--- src/rtl/hsl_pkg.sv ---
// Shared types and constants of the HSL to RGB converter.
// No dependencies.
package hsl_pkg;

  localparam int FRACTION_BITS_DEF = 8;

  localparam int HUE_W  = 9;
  localparam int FRAC_W = 9;
  localparam int CHAN_W = 8;
  localparam int LS_W   = 2 * FRAC_W;

  localparam int NUM_STAGES = 5;

  localparam int HUE_TURN   = 360;
  localparam int HUE_THIRD  = 120;
  localparam int PIECE_RISE = 60;
  localparam int PIECE_HOLD = 180;
  localparam int PIECE_FALL = 240;
  localparam int K_W        = 11;
  localparam int T_W        = 6;

  localparam int CHAN_SHIFT = 8;
  localparam int CHAN_MAX   = (1 << CHAN_SHIFT) - 1;
  localparam int GREY_W     = FRAC_W + CHAN_SHIFT;

  localparam int V_EXTRA = 12;
  localparam int P_EXTRA = 7;
  localparam int N_EXTRA = CHAN_SHIFT + 1;

  localparam int M_LIMIT     = PIECE_RISE * (CHAN_MAX + 1) - 1;
  localparam int QUOT_W      = 14;
  localparam int DIV60_RECIP = 17477;
  localparam int RECIP_W     = 15;
  localparam int RECIP_SHIFT = 20;

  typedef enum logic [1:0] {
    THIRD_NONE,
    THIRD_UP,
    THIRD_DOWN
  } hue_third_t;

  localparam hue_third_t CHAN_THIRD [3] = '{THIRD_UP, THIRD_NONE, THIRD_DOWN};

  typedef struct packed {
    logic scale;
    logic div;
  } hsl_quant_en_t;

endpackage

--- src/rtl/hsl_in_if.sv ---
// Input channel of the converter: one HSL word per handshake.
// Depends on hsl_pkg.
interface hsl_in_if;
  import hsl_pkg::*;

  logic              valid;
  logic              ready;
  logic [HUE_W-1:0]  hue_degrees;
  logic [FRAC_W-1:0] saturation;
  logic [FRAC_W-1:0] lightness;

  modport source (output valid, output hue_degrees, output saturation, output lightness,
                  input ready);
  modport sink (input valid, input hue_degrees, input saturation, input lightness,
                output ready);
endinterface

--- src/rtl/hsl_out_if.sv ---
// Output channel of the converter: one RGB word per handshake.
// Depends on hsl_pkg.
interface hsl_out_if;
  import hsl_pkg::*;

  logic              valid;
  logic              ready;
  logic [CHAN_W-1:0] red;
  logic [CHAN_W-1:0] green;
  logic [CHAN_W-1:0] blue;

  modport source (output valid, output red, output green, output blue, input ready);
  modport sink (input valid, input red, input green, input blue, output ready);
endinterface

--- src/rtl/hsl_to_rgb_converter.sv ---
// HSL to RGB converter, top level. Takes one HSL word per clock unless an output stall has
// filled the pipeline, and returns one RGB word through five register stages: hue weights and
// lightness products, the v1/v2 levels, the per-channel blend, the scale-by-255 clamp, and the divide by 60.
// Every stage has its own valid bit and moves when the stage after it is free, so bubbles
// close up and an output stall only backs up the input once the pipeline is full.
// Zero saturation gives grey, the truncated lightness times 255, on all three channels.
// Depends on hsl_pkg, hsl_in_if, hsl_out_if and the hsl_* submodules.
module hsl_to_rgb_converter #(
  parameter int FRACTION_BITS = hsl_pkg::FRACTION_BITS_DEF
) (
  input  logic      clk,
  input  logic      rst,
  hsl_in_if.sink    pix_in,
  hsl_out_if.source pix_out
);
  import hsl_pkg::*;

  localparam int VW = 2 * FRACTION_BITS + V_EXTRA;
  localparam int PW = VW + P_EXTRA;

  logic [NUM_STAGES:1] vld;
  logic [NUM_STAGES:1] rdy;

  logic [T_W-1:0]        t_next [3];
  logic [LS_W-1:0]       ls_next;
  logic [GREY_W-1:0]     gprod;
  logic [GREY_W-1:0]     gq;
  logic [CHAN_W-1:0]     gval_next;
  logic                  low_next;
  logic                  grey_next;

  logic [T_W-1:0]        s1_t [3];
  logic [FRAC_W-1:0]     s1_l;
  logic [FRAC_W-1:0]     s1_s;
  logic [LS_W-1:0]       s1_ls;
  logic                  s1_low;
  logic                  s1_grey;
  logic [CHAN_W-1:0]     s1_gval;

  logic signed [VW-1:0]  v1_next;
  logic signed [VW-1:0]  v2_next;
  logic signed [VW-1:0]  s2_v1;
  logic signed [VW-1:0]  s2_v2;
  logic [T_W-1:0]        s2_t [3];
  logic                  s2_grey;
  logic [CHAN_W-1:0]     s2_gval;

  logic signed [PW-1:0]  p_next [3];
  logic signed [PW-1:0]  s3_p [3];
  logic                  s3_grey;
  logic [CHAN_W-1:0]     s3_gval;

  logic                  s4_grey;
  logic [CHAN_W-1:0]     s4_gval;
  logic                  s5_grey;
  logic [CHAN_W-1:0]     s5_gval;

  hsl_quant_en_t         quant_en;
  logic [CHAN_W-1:0]     q [3];

  always_comb begin
    rdy[NUM_STAGES] = !vld[NUM_STAGES] || pix_out.ready;
    for (int i = NUM_STAGES - 1; i >= 1; i--) begin
      rdy[i] = !vld[i] || rdy[i+1];
    end
  end

  assign pix_in.ready = rdy[1];

  always_ff @(posedge clk) begin
    if (rst) begin
      vld <= '0;
    end else begin
      if (rdy[1]) begin
        vld[1] <= pix_in.valid;
      end
      for (int i = 2; i <= NUM_STAGES; i++) begin
        if (rdy[i]) begin
          vld[i] <= vld[i-1];
        end
      end
    end
  end

  for (genvar ch = 0; ch < 3; ch++) begin : g_hue
    hsl_hue_piece u_hue (
      .hue_degrees (pix_in.hue_degrees),
      .third       (CHAN_THIRD[ch]),
      .t           (t_next[ch])
    );
  end

  always_comb begin
    ls_next   = pix_in.lightness * pix_in.saturation;
    gprod     = {pix_in.lightness, CHAN_SHIFT'(0)} - GREY_W'(pix_in.lightness);
    gq        = gprod >> FRACTION_BITS;
    gval_next = (gq > GREY_W'(CHAN_MAX)) ? CHAN_W'(CHAN_MAX) : gq[CHAN_W-1:0];
    low_next  = (pix_in.lightness >> (FRACTION_BITS - 1)) == '0;
    grey_next = pix_in.saturation == '0;
  end

  always_ff @(posedge clk) begin
    if (rdy[1]) begin
      s1_t    <= t_next;
      s1_l    <= pix_in.lightness;
      s1_s    <= pix_in.saturation;
      s1_ls   <= ls_next;
      s1_low  <= low_next;
      s1_grey <= grey_next;
      s1_gval <= gval_next;
    end
  end

  hsl_level #(
    .FRACTION_BITS (FRACTION_BITS)
  ) u_level (
    .lightness  (s1_l),
    .saturation (s1_s),
    .ls         (s1_ls),
    .low        (s1_low),
    .v1         (v1_next),
    .v2         (v2_next)
  );

  always_ff @(posedge clk) begin
    if (rdy[2]) begin
      s2_v1   <= v1_next;
      s2_v2   <= v2_next;
      s2_t    <= s1_t;
      s2_grey <= s1_grey;
      s2_gval <= s1_gval;
    end
  end

  for (genvar ch = 0; ch < 3; ch++) begin : g_mix
    hsl_chan_mix #(
      .FRACTION_BITS (FRACTION_BITS)
    ) u_mix (
      .v1 (s2_v1),
      .v2 (s2_v2),
      .t  (s2_t[ch]),
      .p  (p_next[ch])
    );
  end

  always_ff @(posedge clk) begin
    if (rdy[3]) begin
      s3_p    <= p_next;
      s3_grey <= s2_grey;
      s3_gval <= s2_gval;
    end
  end

  assign quant_en.scale = rdy[4];
  assign quant_en.div   = rdy[5];

  for (genvar ch = 0; ch < 3; ch++) begin : g_quant
    hsl_chan_quant #(
      .FRACTION_BITS (FRACTION_BITS)
    ) u_quant (
      .clk (clk),
      .en  (quant_en),
      .p   (s3_p[ch]),
      .q   (q[ch])
    );
  end

  always_ff @(posedge clk) begin
    if (rdy[4]) begin
      s4_grey <= s3_grey;
      s4_gval <= s3_gval;
    end
    if (rdy[5]) begin
      s5_grey <= s4_grey;
      s5_gval <= s4_gval;
    end
  end

  assign pix_out.valid = vld[NUM_STAGES];
  assign pix_out.red   = s5_grey ? s5_gval : q[0];
  assign pix_out.green = s5_grey ? s5_gval : q[1];
  assign pix_out.blue  = s5_grey ? s5_gval : q[2];
endmodule

--- src/rtl/hsl_hue_piece.sv ---
// Channel hue offset, wrap and piecewise weight for one color channel.
// Depends on hsl_pkg.
module hsl_hue_piece (
  input  logic [hsl_pkg::HUE_W-1:0] hue_degrees,
  input  hsl_pkg::hue_third_t       third,
  output logic [hsl_pkg::T_W-1:0]   t
);
  import hsl_pkg::*;

  logic signed [K_W-1:0] k;
  logic signed [K_W-1:0] kw;

  always_comb begin
    k = $signed({{(K_W-HUE_W){1'b0}}, hue_degrees});
    case (third)
      THIRD_UP:   k = k + K_W'(HUE_THIRD);
      THIRD_DOWN: k = k - K_W'(HUE_THIRD);
      default:    k = k;
    endcase
    kw = k;
    if (k < 0) begin
      kw = k + K_W'(HUE_TURN);
    end else if (k > K_W'(HUE_TURN)) begin
      kw = k - K_W'(HUE_TURN);
    end
    if (kw < K_W'(PIECE_RISE)) begin
      t = kw[T_W-1:0];
    end else if (kw < K_W'(PIECE_HOLD)) begin
      t = T_W'(PIECE_RISE);
    end else if (kw < K_W'(PIECE_FALL)) begin
      t = T_W'(K_W'(PIECE_FALL) - kw);
    end else begin
      t = '0;
    end
  end
endmodule

--- src/rtl/hsl_level.sv ---
// Two-level values v1 and v2 from lightness and saturation.
// Depends on hsl_pkg.
module hsl_level #(
  parameter int FRACTION_BITS = hsl_pkg::FRACTION_BITS_DEF
) (
  input  logic [hsl_pkg::FRAC_W-1:0]                           lightness,
  input  logic [hsl_pkg::FRAC_W-1:0]                           saturation,
  input  logic [hsl_pkg::LS_W-1:0]                             ls,
  input  logic                                                 low,
  output logic signed [2*FRACTION_BITS+hsl_pkg::V_EXTRA-1:0]   v1,
  output logic signed [2*FRACTION_BITS+hsl_pkg::V_EXTRA-1:0]   v2
);
  import hsl_pkg::*;

  localparam int VW = 2 * FRACTION_BITS + V_EXTRA;

  logic signed [VW-1:0] lone;
  logic signed [VW-1:0] sone;
  logic signed [VW-1:0] lsx;

  assign lone = VW'(lightness) << FRACTION_BITS;
  assign sone = VW'(saturation) << FRACTION_BITS;
  assign lsx  = VW'(ls);

  always_comb begin
    if (low) begin
      v2 = lone + lsx;
    end else begin
      v2 = lone + sone - lsx;
    end
    v1 = (lone <<< 1) - v2;
  end
endmodule

--- src/rtl/hsl_chan_mix.sv ---
// Weighted blend of v1 and v2 by the channel hue weight.
// Depends on hsl_pkg.
module hsl_chan_mix #(
  parameter int FRACTION_BITS = hsl_pkg::FRACTION_BITS_DEF
) (
  input  logic signed [2*FRACTION_BITS+hsl_pkg::V_EXTRA-1:0]                  v1,
  input  logic signed [2*FRACTION_BITS+hsl_pkg::V_EXTRA-1:0]                  v2,
  input  logic [hsl_pkg::T_W-1:0]                                             t,
  output logic signed [2*FRACTION_BITS+hsl_pkg::V_EXTRA+hsl_pkg::P_EXTRA-1:0] p
);
  import hsl_pkg::*;

  localparam int PW = 2 * FRACTION_BITS + V_EXTRA + P_EXTRA;

  logic signed [T_W+1:0] tw;
  logic signed [T_W+1:0] tc;
  logic signed [PW-1:0]  a;
  logic signed [PW-1:0]  b;

  always_comb begin
    tw = $signed({2'b00, t});
    tc = (T_W+2)'(PIECE_RISE) - tw;
    a  = v1 * tc;
    b  = v2 * tw;
    p  = a + b;
  end
endmodule

--- src/rtl/hsl_chan_quant.sv ---
// Two-stage scale by 255, clamp and divide by 60 of one channel.
// Depends on hsl_pkg.
module hsl_chan_quant #(
  parameter int FRACTION_BITS = hsl_pkg::FRACTION_BITS_DEF
) (
  input  logic                                                                clk,
  input  hsl_pkg::hsl_quant_en_t                                              en,
  input  logic signed [2*FRACTION_BITS+hsl_pkg::V_EXTRA+hsl_pkg::P_EXTRA-1:0] p,
  output logic [hsl_pkg::CHAN_W-1:0]                                          q
);
  import hsl_pkg::*;

  localparam int PW = 2 * FRACTION_BITS + V_EXTRA + P_EXTRA;
  localparam int NW = PW + N_EXTRA;
  localparam int MW = NW - 2 * FRACTION_BITS;

  logic signed [NW-1:0]          n;
  logic signed [MW-1:0]          mw;
  logic [QUOT_W-1:0]             m_next;
  logic [QUOT_W-1:0]             m;
  logic [QUOT_W+RECIP_W-1:0]     prod;

  always_comb begin
    n  = (NW'(p) <<< CHAN_SHIFT) - NW'(p);
    mw = n[NW-1:2*FRACTION_BITS];
    if (n <= 0) begin
      m_next = '0;
    end else if (mw > MW'(M_LIMIT)) begin
      m_next = QUOT_W'(M_LIMIT);
    end else begin
      m_next = mw[QUOT_W-1:0];
    end
  end

  assign prod = m * RECIP_W'(DIV60_RECIP);

  always_ff @(posedge clk) begin
    if (en.scale) begin
      m <= m_next;
    end
    if (en.div) begin
      q <= prod[RECIP_SHIFT +: CHAN_W];
    end
  end
endmodule

--- src/flat_wrapper.sv ---
// flat-port wrapper written by rule: the top's interface ports become plain ports
module hsl_to_rgb_converter_flat import hsl_pkg::*;
#(
  parameter int FRACTION_BITS = hsl_pkg::FRACTION_BITS_DEF
)
  (clk, rst, pix_in_valid, pix_in_hue_degrees, pix_in_saturation, pix_in_lightness, pix_in_ready, pix_out_valid, pix_out_red, pix_out_green, pix_out_blue, pix_out_ready);
  hsl_in_if pix_in_i ();
  hsl_out_if pix_out_i ();
  input  logic clk;
  input  logic rst;
  input wire logic [$bits(pix_in_i.valid)-1:0] pix_in_valid;
  input wire logic [$bits(pix_in_i.hue_degrees)-1:0] pix_in_hue_degrees;
  input wire logic [$bits(pix_in_i.saturation)-1:0] pix_in_saturation;
  input wire logic [$bits(pix_in_i.lightness)-1:0] pix_in_lightness;
  output wire logic [$bits(pix_in_i.ready)-1:0] pix_in_ready;
  output wire logic [$bits(pix_out_i.valid)-1:0] pix_out_valid;
  output wire logic [$bits(pix_out_i.red)-1:0] pix_out_red;
  output wire logic [$bits(pix_out_i.green)-1:0] pix_out_green;
  output wire logic [$bits(pix_out_i.blue)-1:0] pix_out_blue;
  input wire logic [$bits(pix_out_i.ready)-1:0] pix_out_ready;
  assign pix_in_i.valid = pix_in_valid;
  assign pix_in_i.hue_degrees = pix_in_hue_degrees;
  assign pix_in_i.saturation = pix_in_saturation;
  assign pix_in_i.lightness = pix_in_lightness;
  assign pix_in_ready = pix_in_i.ready;
  assign pix_out_valid = pix_out_i.valid;
  assign pix_out_red = pix_out_i.red;
  assign pix_out_green = pix_out_i.green;
  assign pix_out_blue = pix_out_i.blue;
  assign pix_out_i.ready = pix_out_ready;
  hsl_to_rgb_converter #(.FRACTION_BITS(FRACTION_BITS)) u_core (.clk(clk), .rst(rst), .pix_in(pix_in_i), .pix_out(pix_out_i));
endmodule
--- config.mk ---
export PLATFORM = sky130hd
export DESIGN_NAME = hsl_to_rgb_converter_flat
export DESIGN_NICKNAME = d
export VERILOG_FILES = /design/src/rtl/hsl_pkg.sv /design/src/rtl/hsl_in_if.sv /design/src/rtl/hsl_out_if.sv /design/src/rtl/hsl_to_rgb_converter.sv /design/src/rtl/hsl_hue_piece.sv /design/src/rtl/hsl_level.sv /design/src/rtl/hsl_chan_mix.sv /design/src/rtl/hsl_chan_quant.sv /design/src/flat_wrapper.sv
export SDC_FILE = /design/constraint.sdc
export NUM_CORES = 2
export LEC_CHECK = 0
export BUFFER_PORTS_ARGS = -buffer_cell sky130_fd_sc_hd__buf_2
export CORE_MARGIN = 4
export CORE_UTILIZATION = 55
export CTS_BUF_LIST = sky130_fd_sc_hd__clkbuf_4 sky130_fd_sc_hd__clkbuf_8 sky130_fd_sc_hd__clkbuf_16
export CTS_CLUSTER_DIAMETER = 200
export CTS_CLUSTER_SIZE = 10
export DETAILED_ROUTE_END_ITERATION = 7
export GPL_TIMING_DRIVEN = 0
export PLACE_DENSITY = 0.81
export SYNTH_ARGS = -nofsm -noshare
export SYNTH_HDL_FRONTEND = slang
export SYNTH_SLANG_ARGS = --single-unit
--- constraint.sdc ---
create_clock -name clk -period 7.5 [get_ports clk]
set_input_delay 0 -clock clk [delete_from_list [all_inputs] [get_ports clk]]
set_output_delay 0 -clock clk [all_outputs]
set_load 0.005 [all_outputs]
==> results.yml <==
synthesis:
  synthTopCellsByArea: "fa_1, edfxtp_1, ha_1, inv_1, and2_1"
  synth_nets: 8810
  synthArstFlopShare: 0
  syn_inst: 6999
  postSynthAreaPerCell_um2: 9.32
  synth-edff-count: 333
  synth-seq-cells: 338
  synth_cell_type_count: 92
  synth_top_area_share: 0.320
  seq_area_frac_synth: 0.155
  yosysWarnings: 0
  synth_ff_type: "edfxtp_1"
  yosysTopAreaCell: "fa_1"
  syn_area_um2: 65200
critical_path:
  path_max_fanout: 5
  critical_path_buf_inv_count: 8
  slowest_stage: "fa_1"
  cpPeakStageDelay_ns: 0.55
  crit_required_ns: 7.81
  cp_common_cell: "fa_1"
  worstSetupPathType: "register to register"
  setup.worst_path.start_class: "register"
  crit_arrival_ns: 8.05
  crit_path_end_kind: "register"
  cpLargestDelayFamily: "adder cells"
global_route:
  grt_pass1_vias: 53000
  grt.total_usage: 0.288
  grt_start_max_net_pins: 72
  grt_overflow: 0
  antenna_found_initial: 8
  grt_pass1_wl_um: 284000
routing:
  route.vias.total: 50200
  firstDrtPassIters: 8
  vias_per_cell: 5.68
  drtIter0Drc: 3957
  antenna_left: 0
  wirelength_um: 180000
  drc: 2
  drt-wirelength-per-cell_um: 20.4
cts:
  cts_tree: "done"
  cts-htree-levels: 2
  numCtsBuffers: 39
  cts_buffer_depth: 3
  path_clk_slew_ns: 0.06
  clkLatencyLatePin_ns: 0.59
  root_buffer: "clkbuf_16"
  cts.sinks: 338
timing:
  setup_ws_ns: -0.239
  final-max-slew-violation-count: 0
  setup_violations: 13
  min_period_over_period: 1.03
  relSlewSlack: 0.149
  hold_viol: 0
  rsz0062_at_grt: "true"
  fin_crit_ns: 7.74
  max_clock_freq_ghz: 0.129
  fin_worst_hold_slack_ns: 0.0761
  skew_ns: 0.0343
  tightest_slew_ns: 1.27
placement:
  gp_congestion: 0.992
  postPlaceCellArea_um2: 67600
  dpl.hpwl_um: 144000
  dp_cells: 8592
  pre_cts_ws_ns: -2.77
  io_buffers: 53
floorplan:
  rows: 126
  core_um2: 118000
  io_pins: 57
  die_h_um: 352
  die_w_um: 352
  initial_core_util: 0.553
  dieArea_um2: 124000
final_layout:
  mostFrequentLayoutCells: "inv_1, fa_1, ha_1, and2_1, nand2_1"
  final_common_cell: "inv_1"
  nFillCells: 9380
  seqCellArea_um2: 10100
  final_cells: 8827
  multi_input_area_um2: 49300
  layout.nets: 9077
  areaGrowthSynthToFinish_pct: 9.81
  drive_above_1_share: 0.0796
  final_area_um2: 71600
outcome:
  failed_checks: "DRC, setup timing"
  status: "finished, violations left"
hold_path:
  hp-class: "input pin to register"
run:
  maxCapViolCount: 0
[flip-flops by register name (all words and copies together) (netlist names), 9 cells and up]
signal                    flops
u_core.s1_t                  18
u_core.s2_v2                 19
u_core.s1_l                   9
u_core.s3_p                 102
u_core.s2_v1                 28
u_core.s1_ls                 18
u_core.s2_t                  18
u_core.s1_s                   9
u_core.g_quant.u_quant.q     24
u_core.g_quant.u_quant.m     42
[cell type report]
type / count / share of cell area
multi-input cells: 4827 / 0.689
flip-flops and latches: 338 / 0.141
inverters: 1608 / 0.0846
well taps: 1536 / 0.0268
repair buffers: 229 / 0.0256
plain buffers: 223 / 0.0168
clock buffers: 57 / 0.0160
clock inverters: 2 / 0.000332
diodes: 7 / 0.000245
[stage by stage]
stage               setup TNS (ns)   util
floorplan                  -0.0232      -
global placement            -99.25  0.572
detailed placement         -108.13  0.573
CTS                         -0.643  0.600
global route                 -4.08  0.607
finish                       -1.56  0.607
[tightest hold or removal path, delay by kind of cell]
family	cells	cell delay, ns
AO/OA/AOI/OAI	2	0.32
buffers and inverters	1	0.18
[layer usage]
layer  wire length [µm]  track usage  vias to the layer above
met5                 41            0                        -
met4              12000        0.155                        6
met3              16000       0.0561                      606
met2              83700        0.476                     2319
met1              68300        0.360                    24700
li1                   -            -                    22500
[logic make-up (layout without fill, tap and decap cells)]
| kind of cell | after synthesis | after routing | share of synthesized area |
|---|---|---|---|
| other | 0 | 7 | 0 |
| AO/OA/AOI/OAI | 864 | 864 | 0.0845 |
| flip-flops | 338 | 338 | 0.155 |
| multiplexers | 22 | 22 | 0.00353 |
| XOR/XNOR | 293 | 294 | 0.0393 |
| AND/OR/NAND/NOR | 1865 | 1865 | 0.150 |
| buffers and inverters | 1835 | 2119 | 0.106 |
| adder cells (fa/ha/maj) | 1782 | 1782 | 0.462 |
[cell usage after synthesis (all sizes together), types with 19 or more instances]
cell / n
nand3: 65
or2: 55
a21oi: 280
fa: 1041
nor2: 267
or3: 23
inv: 1608
o21a: 45
a21o: 105
clkbuf: 218
nor3: 71
nand2b: 42
ha: 739
nor4: 19
and2: 656
nand2: 496
o21ai: 179
a31oi: 43
edfxtp: 333
xor2: 89
and3: 25
nor2b: 44
xnor2: 204
o21bai: 26
nand4: 31
[final timing paths]
path                         startpoint  slack (ns)  cells after the start               to
hold / removal    pix_in_hue_degrees[4]        0.08                      3  u_core.s1_t[10]
setup / recovery         u_core.s2_t[0]       -0.24                     28  u_core.s3_p[33]
hold reg to reg          u_core.s1_t[9]        0.40                      0   u_core.s2_t[9]
setup reg to reg         u_core.s2_t[0]       -0.24                     28  u_core.s3_p[33]
[timing repair]
| action | 4_1_cts | 5_1_grt |
|---|---|---|
| gates cloned | 1 | 2 |
| setup buffers | 85 | 62 |
| hold buffers | 25 | 0 |
| endpoints found under the hold margin | 33 | 0 |
| pin swaps | 113 | 116 |
| resized for setup | 240 | 142 |
| setup endpoints to repair | 86 | 33 |
Power is not shown: default switching activity piles up to over one toggle a cycle in this logic, so the estimate is an artifact.
